**src/rtl/triangle_unit_normal_defines.svh**
```systemverilog
// ----------------------------------------------------------------------------
// Triangle unit normal assertion macros
// Shared concurrent check templates clocked on clk with rst as disable.
// ----------------------------------------------------------------------------
`ifndef TRIANGLE_UNIT_NORMAL_DEFINES_SVH
`define TRIANGLE_UNIT_NORMAL_DEFINES_SVH

// same-cycle implication
`define TUN_ASSERT_IMPL(lbl, ante, cons) \
  lbl: assert property (@(posedge clk) disable iff (rst) (ante) |-> (cons)) \
    else $error("triangle_unit_normal: check failed");

// next-cycle implication
`define TUN_ASSERT_NEXT(lbl, ante, cons) \
  lbl: assert property (@(posedge clk) disable iff (rst) (ante) |=> (cons)) \
    else $error("triangle_unit_normal: check failed");

`endif

```
**src/rtl/tun_pkg.sv**
```systemverilog
// ----------------------------------------------------------------------------
// Triangle unit normal package
// Widths, sideband type and payload types shared by the cells and the top.
// ----------------------------------------------------------------------------
`default_nettype none

package tun_pkg;

  localparam int COORD_BITS       = 24;
  localparam int NORMAL_FRAC_BITS = 14;
  localparam int OUT_WIDTH        = 16;

  localparam int EW   = COORD_BITS + 1;
  localparam int PW   = 2 * EW;
  localparam int NCW  = PW + 1;
  localparam int MW   = NCW - 1;
  localparam int NSTG = $clog2(MW);
  localparam int NW   = 1 << NSTG;
  localparam int NT   = 30;
  localparam int SW   = 2 * NT + 2;
  localparam int LW   = NT + 1;
  localparam int SQ_CELLS = NT + 1;
  localparam int KSW  = $clog2(NT + 1);
  localparam int KDW  = $clog2(OUT_WIDTH);
  localparam int NUMW = NT + NORMAL_FRAC_BITS + 1;
  localparam int DW   = (NUMW > LW + OUT_WIDTH) ? NUMW : LW + OUT_WIDTH;

  typedef struct packed {
    logic       vld;
    logic       degen;
    logic [2:0] neg;
    logic [2:0] ovf;
  } tun_side_t;

  typedef logic [NW-1:0]        nmag_t;
  typedef logic [NT-1:0]        amag_t;
  typedef logic [SW-1:0]        sq_t;
  typedef logic [LW-1:0]        len_t;
  typedef logic [DW-1:0]        drem_t;
  typedef logic [OUT_WIDTH-1:0] quo_t;

endpackage

`default_nettype wire

```
**src/rtl/tun_sqrt_cell.sv**
```systemverilog
// ----------------------------------------------------------------------------
// Square root cell
// One root bit per cell; magnitudes ride along for the divide.
// ----------------------------------------------------------------------------
`default_nettype none

module tun_sqrt_cell (
  input  logic                      clk,
  input  logic                      rst,
  input  logic                      en,
  input  logic [tun_pkg::KSW-1:0]   k,
  input  tun_pkg::tun_side_t        side_in,
  input  tun_pkg::amag_t [2:0]      a_in,
  input  tun_pkg::sq_t              rem_in,
  input  tun_pkg::sq_t              root_in,
  output tun_pkg::tun_side_t        side_out,
  output tun_pkg::amag_t [2:0]      a_out,
  output tun_pkg::sq_t              rem_out,
  output tun_pkg::sq_t              root_out
);
  import tun_pkg::*;

  sq_t bitv;
  sq_t trial;
  sq_t rem_next;
  sq_t root_next;

  always_comb begin
    bitv  = sq_t'(1) << (2 * k);
    trial = root_in + bitv;
    if (rem_in >= trial) begin
      rem_next  = rem_in - trial;
      root_next = (root_in >> 1) + bitv;
    end else begin
      rem_next  = rem_in;
      root_next = root_in >> 1;
    end
  end

  always_ff @(posedge clk) begin
    if (rst) begin
      side_out <= '0;
    end else if (en) begin
      side_out <= side_in;
    end
  end

  always_ff @(posedge clk) begin
    if (en) begin
      a_out    <= a_in;
      rem_out  <= rem_next;
      root_out <= root_next;
    end
  end

endmodule

`default_nettype wire

```
**config.mk**
```make
export PLATFORM = sky130hd
export DESIGN_NAME = tun_sqrt_cell
export DESIGN_NICKNAME = d
export VERILOG_FILES = /design/src/rtl/triangle_unit_normal_defines.svh /design/src/rtl/tun_pkg.sv /design/src/rtl/tun_sqrt_cell.sv
export SDC_FILE = /design/constraint.sdc
export NUM_CORES = 1
export LEC_CHECK = 0
export BUFFER_PORTS_ARGS = -buffer_cell sky130_fd_sc_hd__buf_2
export CORE_AREA = 2 2 256 258
export DETAILED_ROUTE_END_ITERATION = 7
export DIE_AREA = 0 0 258 260
export PLACE_DENSITY = 0.43
export SLEW_MARGIN = 15
export SYNTH_ARGS = -nofsm -noshare
export SYNTH_HDL_FRONTEND = slang
export SYNTH_SLANG_ARGS = --single-unit
```
**constraint.sdc**
```tcl
create_clock -name clk -period 22 [get_ports clk]
set_clock_uncertainty 0.15 [all_clocks]
set_input_delay 4.4 -clock clk [delete_from_list [all_inputs] [get_ports clk]]
set_output_delay 4.4 -clock clk [all_outputs]
set_load 0.02 [all_outputs]
```
==> results.py <==
metrics = {
    "global_routing": {
        "grt_overflow_total": 0,
        "antenna_found_initial": 9,
        "grt_start_max_net_pins": 68,
        "grt_pass1_wl_um": 99400,
        "grt_pass1_vias": 15991,
        "track_usage_pct": 19.2,
    },
    "pwr": {
        "power_mw": 1.39,
        "pwr-share-seq_pct": 38.2,
        "p_comb_share_pct": 30.7,
        "power.internal_uw": 923,
        "peakVddDrop_mv": 0.0536,
        "leakage_nw": 8.65,
        "p_sw_uw": 470,
        "p_per_area_nw_per_um2": 64.4,
        "pwr-share-clk_pct": 31.1,
        "swShare_pct": 33.7,
    },
    "synth": {
        "syn_avg_cell_area_sq_um": 9.48,
        "syn_nets": 2221,
        "ys_warn_count": 0,
        "synth-main-ff-cell": "edfxtp_1",
        "synth_area_leaders": "edfxtp_1 36%, ha_1 7.4%, xnor2_1 5.6%",
        "yosys.area.top_type": "edfxtp_1",
        "postSynthCellCount": 1884,
        "yosysSeqAreaShare_pct": 36.9,
        "synth.distinct_cells": 87,
        "yosysTopAreaCellShare_pct": 36.0,
        "synth_edf_count": 214,
        "netlist_area_sq_um": 17900,
        "synthArstFlopShare_pct": 0,
        "yosys_register_bits": 222,
    },
    "route": {
        "drc_errors": 0,
        "antenna_left": 0,
        "initialDrtViolationCount": 1261,
        "first_pass_iters": 5,
        "postRouteWirelength_um": 67800,
        "via_per_inst": 5.22,
        "via_count": 16411,
        "wl_per_cell_um": 21.5,
    },
    "run_status": {
        "outcome": "completed",
    },
    "layout": {
        "nets": 2603,
        "syn2layout_area_growth_pct": 21.0,
        "multi_input_area_sq_um": 10700,
        "drive_gt1_share_pct": 26.5,
        "fill_cells": 6739,
        "final_cell_mix": "450 x buf_2, 214 x edfxtp_1, 155 x nand2_1, 138 x nor2_1, 133 x a21oi_1",
        "final_common_cell": "buf_2",
        "seq_area_sq_um": 6590,
    },
    "cts": {
        "clock-root-buffer": "clkbuf_16",
        "cts_resized": 0,
        "clkLatencyLatePin_ns": 0.57,
        "cts_setup_buffers": 0,
        "cts_tree": "built",
        "clock-sinks": 222,
        "clk_pin_slew_ns": 0.06,
        "htree_levels": 1,
        "cts_hold_repair.buffers": 0,
        "clockBufferDepth": 3,
        "cts_buffers": 27,
    },
    "sta": {
        "fin_crit_sh_pct": 54.5,
        "drv_slew": 0,
        "final.min_clock_period_ns": 11.99,
        "hold_slack_ns": 0.338,
        "hold_viol": 0,
        "rsz0062_at_grt": "false",
        "timing.fmax_mhz": 83.4,
        "fin_ws_ns": 10.01,
        "setup_viol_count_final": 0,
        "relSlewSlack_pct": 34.3,
        "worst_pin_slew_ns": 0.985,
        "timing.setup.tns_ns": 0,
    },
    "worst_setup_path": {
        "endpoint_kind": "register",
        "r2r-start": "side_out[0]$_SDFFE_PP0P_",
        "crit_fanout": 48,
        "arrival_ns": 12.15,
        "required_ns": 22.16,
        "crit_type": "input pin to register",
        "startpoint_type": "input pin",
        "startpoint": "k[2]",
    },
    "floorplan": {
        "fp.dieH_um": 260,
        "start_util_pct": 27.9,
        "fp-row-count": 93,
        "fp.coreArea_sq_um": 64100,
        "num_io_pins": 452,
        "die_x_um": 258,
        "dieArea_sq_um": 67100,
    },
    "place": {
        "hpwl_um": 54900,
        "portBuffers": 451,
        "pre_cts_ws_ns": 9.36,
        "gp_congestion": 0.914,
    },
    "job": {
        "drv_cap": 0,
    },
    "min_path": {
        "hp-class": "register to register",
        "min-delay-start": "side_out[5]$_SDFFE_PP0P_",
    },
}
-- final timing paths --
path,to,depth (start not counted),slack (ns)
hold / removal,side_out[5]$_SDFFE_PP0P_,2,0.34
setup / recovery,rem_out[9]$_DFFE_PP_,24,10.01
setup reg to reg,side_out[0]$_SDFFE_PP0P_,2,21.25
hold reg to reg,side_out[5]$_SDFFE_PP0P_,2,0.34
-- final cells by class --
| class | count | area share [%] |
|---|---|---|
| Inverter | 26 | 0.452 |
| Timing Repair Buffer | 459 | 10.8 |
| Antenna cell | 5 | 0.0579 |
| Clock buffer | 36 | 3.57 |
| Multi-Input combinational cell | 1530 | 49.4 |
| Tap cell | 855 | 4.95 |
| Clock inverter | 13 | 0.353 |
| Sequential cell | 222 | 30.5 |
-- stage by stage --
| stage | cell area, sq um | std cells | utilization, % |
|---|---|---|---|
| 3_3_place_gp | 20800 | 3092 | 32.4 |
| 5_1_grt | 21600 | 3145 | 33.7 |
| 6_report | 21600 | 3146 | 33.7 |
| 2_1_floorplan | 17900 | 1884 | - |
| 4_1_cts | 21600 | 3141 | 33.7 |
| 3_5_place_dp | 20800 | 3092 | 32.4 |
-- synthesized netlist by cell type (all sizes together) (7+ instances only) --
library cell and n:
o21ai 130, mux2i 11, and3 15, xor2 73
o21bai 27, nand4 37, edfxtp 214, a31oi 51
o31ai 17, nor3 55, a311oi 7, and2 21
a21o 58, nand3b 7, o21a 24, and4 7
ha 106, nor3b 11, inv 26, nor2 141
o211ai 15, o22ai 17, xnor2 115, dfxtp 8
nand2b 15, or2 9, a21oi 133, a21boi 10
nor4 8, clkbuf 75, or3 21, a211oi 14
buf 31, nand2 155, mux2 58, nand3 35
nor2b 21, a31o 17
-- registers in the layout, summed over array words and instances, names as in the netlist --
signal	count
rem_out	62
side_out	8
root_out	62
a_out	90
-- critical path: stages --
cell and delay (ns):
buf_2 0.22, nand2_1 0.43, nor2_1 0.35, ha_1 0.35, a311o_1 0.34, o211a_1 0.14, maj3_1 0.36, a211oi_1 0.25
o31a_1 0.28, a2bb2oi_1 0.31, a311o_1 0.32, nand2_1 0.09, xnor2_1 0.16, ha_1 0.41, inv_1 0.11, nor2_1 0.41
nand3_1 0.13, nor4_1 0.72, a41oi_1 0.22, o31a_1 0.31, o21ai_4 0.07, or2_4 0.56, buf_4 0.69, mux2_2 0.42
-- layer usage --
layer  track usage [%]  vias up  wire length, um
met4              5.62        2             1810
met3              2.57       85             3780
met1              26.1     7840            31000
li1                  -     7913                -
met2              31.7      571            31100
met5                 0        -               13
-- logic make-up after synthesis --
kind of cell,after synthesis,synth area share (%)
flops,222,36.9
simple gates,577,16.1
xor+xnor,188,9.22
compound gates,587,21.6
fa+ha+maj,109,7.65
mux,69,5.11
buf+inv,132,3.48
-- power groups by stage --
| stage | registers, mW | clock network [mW] | logic [mW] |
|---|---|---|---|
| final | 0.532 | 0.433 | 0.428 |
| after global routing | 0.537 | 0.466 | 0.463 |
| after CTS | 0.533 | 0.450 | 0.429 |
| after detailed placement | 0.541 | 0 | 0.427 |
| after global placement | 0.542 | 0 | 0.428 |
| after floorplan | 0.599 | 0 | 0.221 |
(Power assumes the default switching activity.)
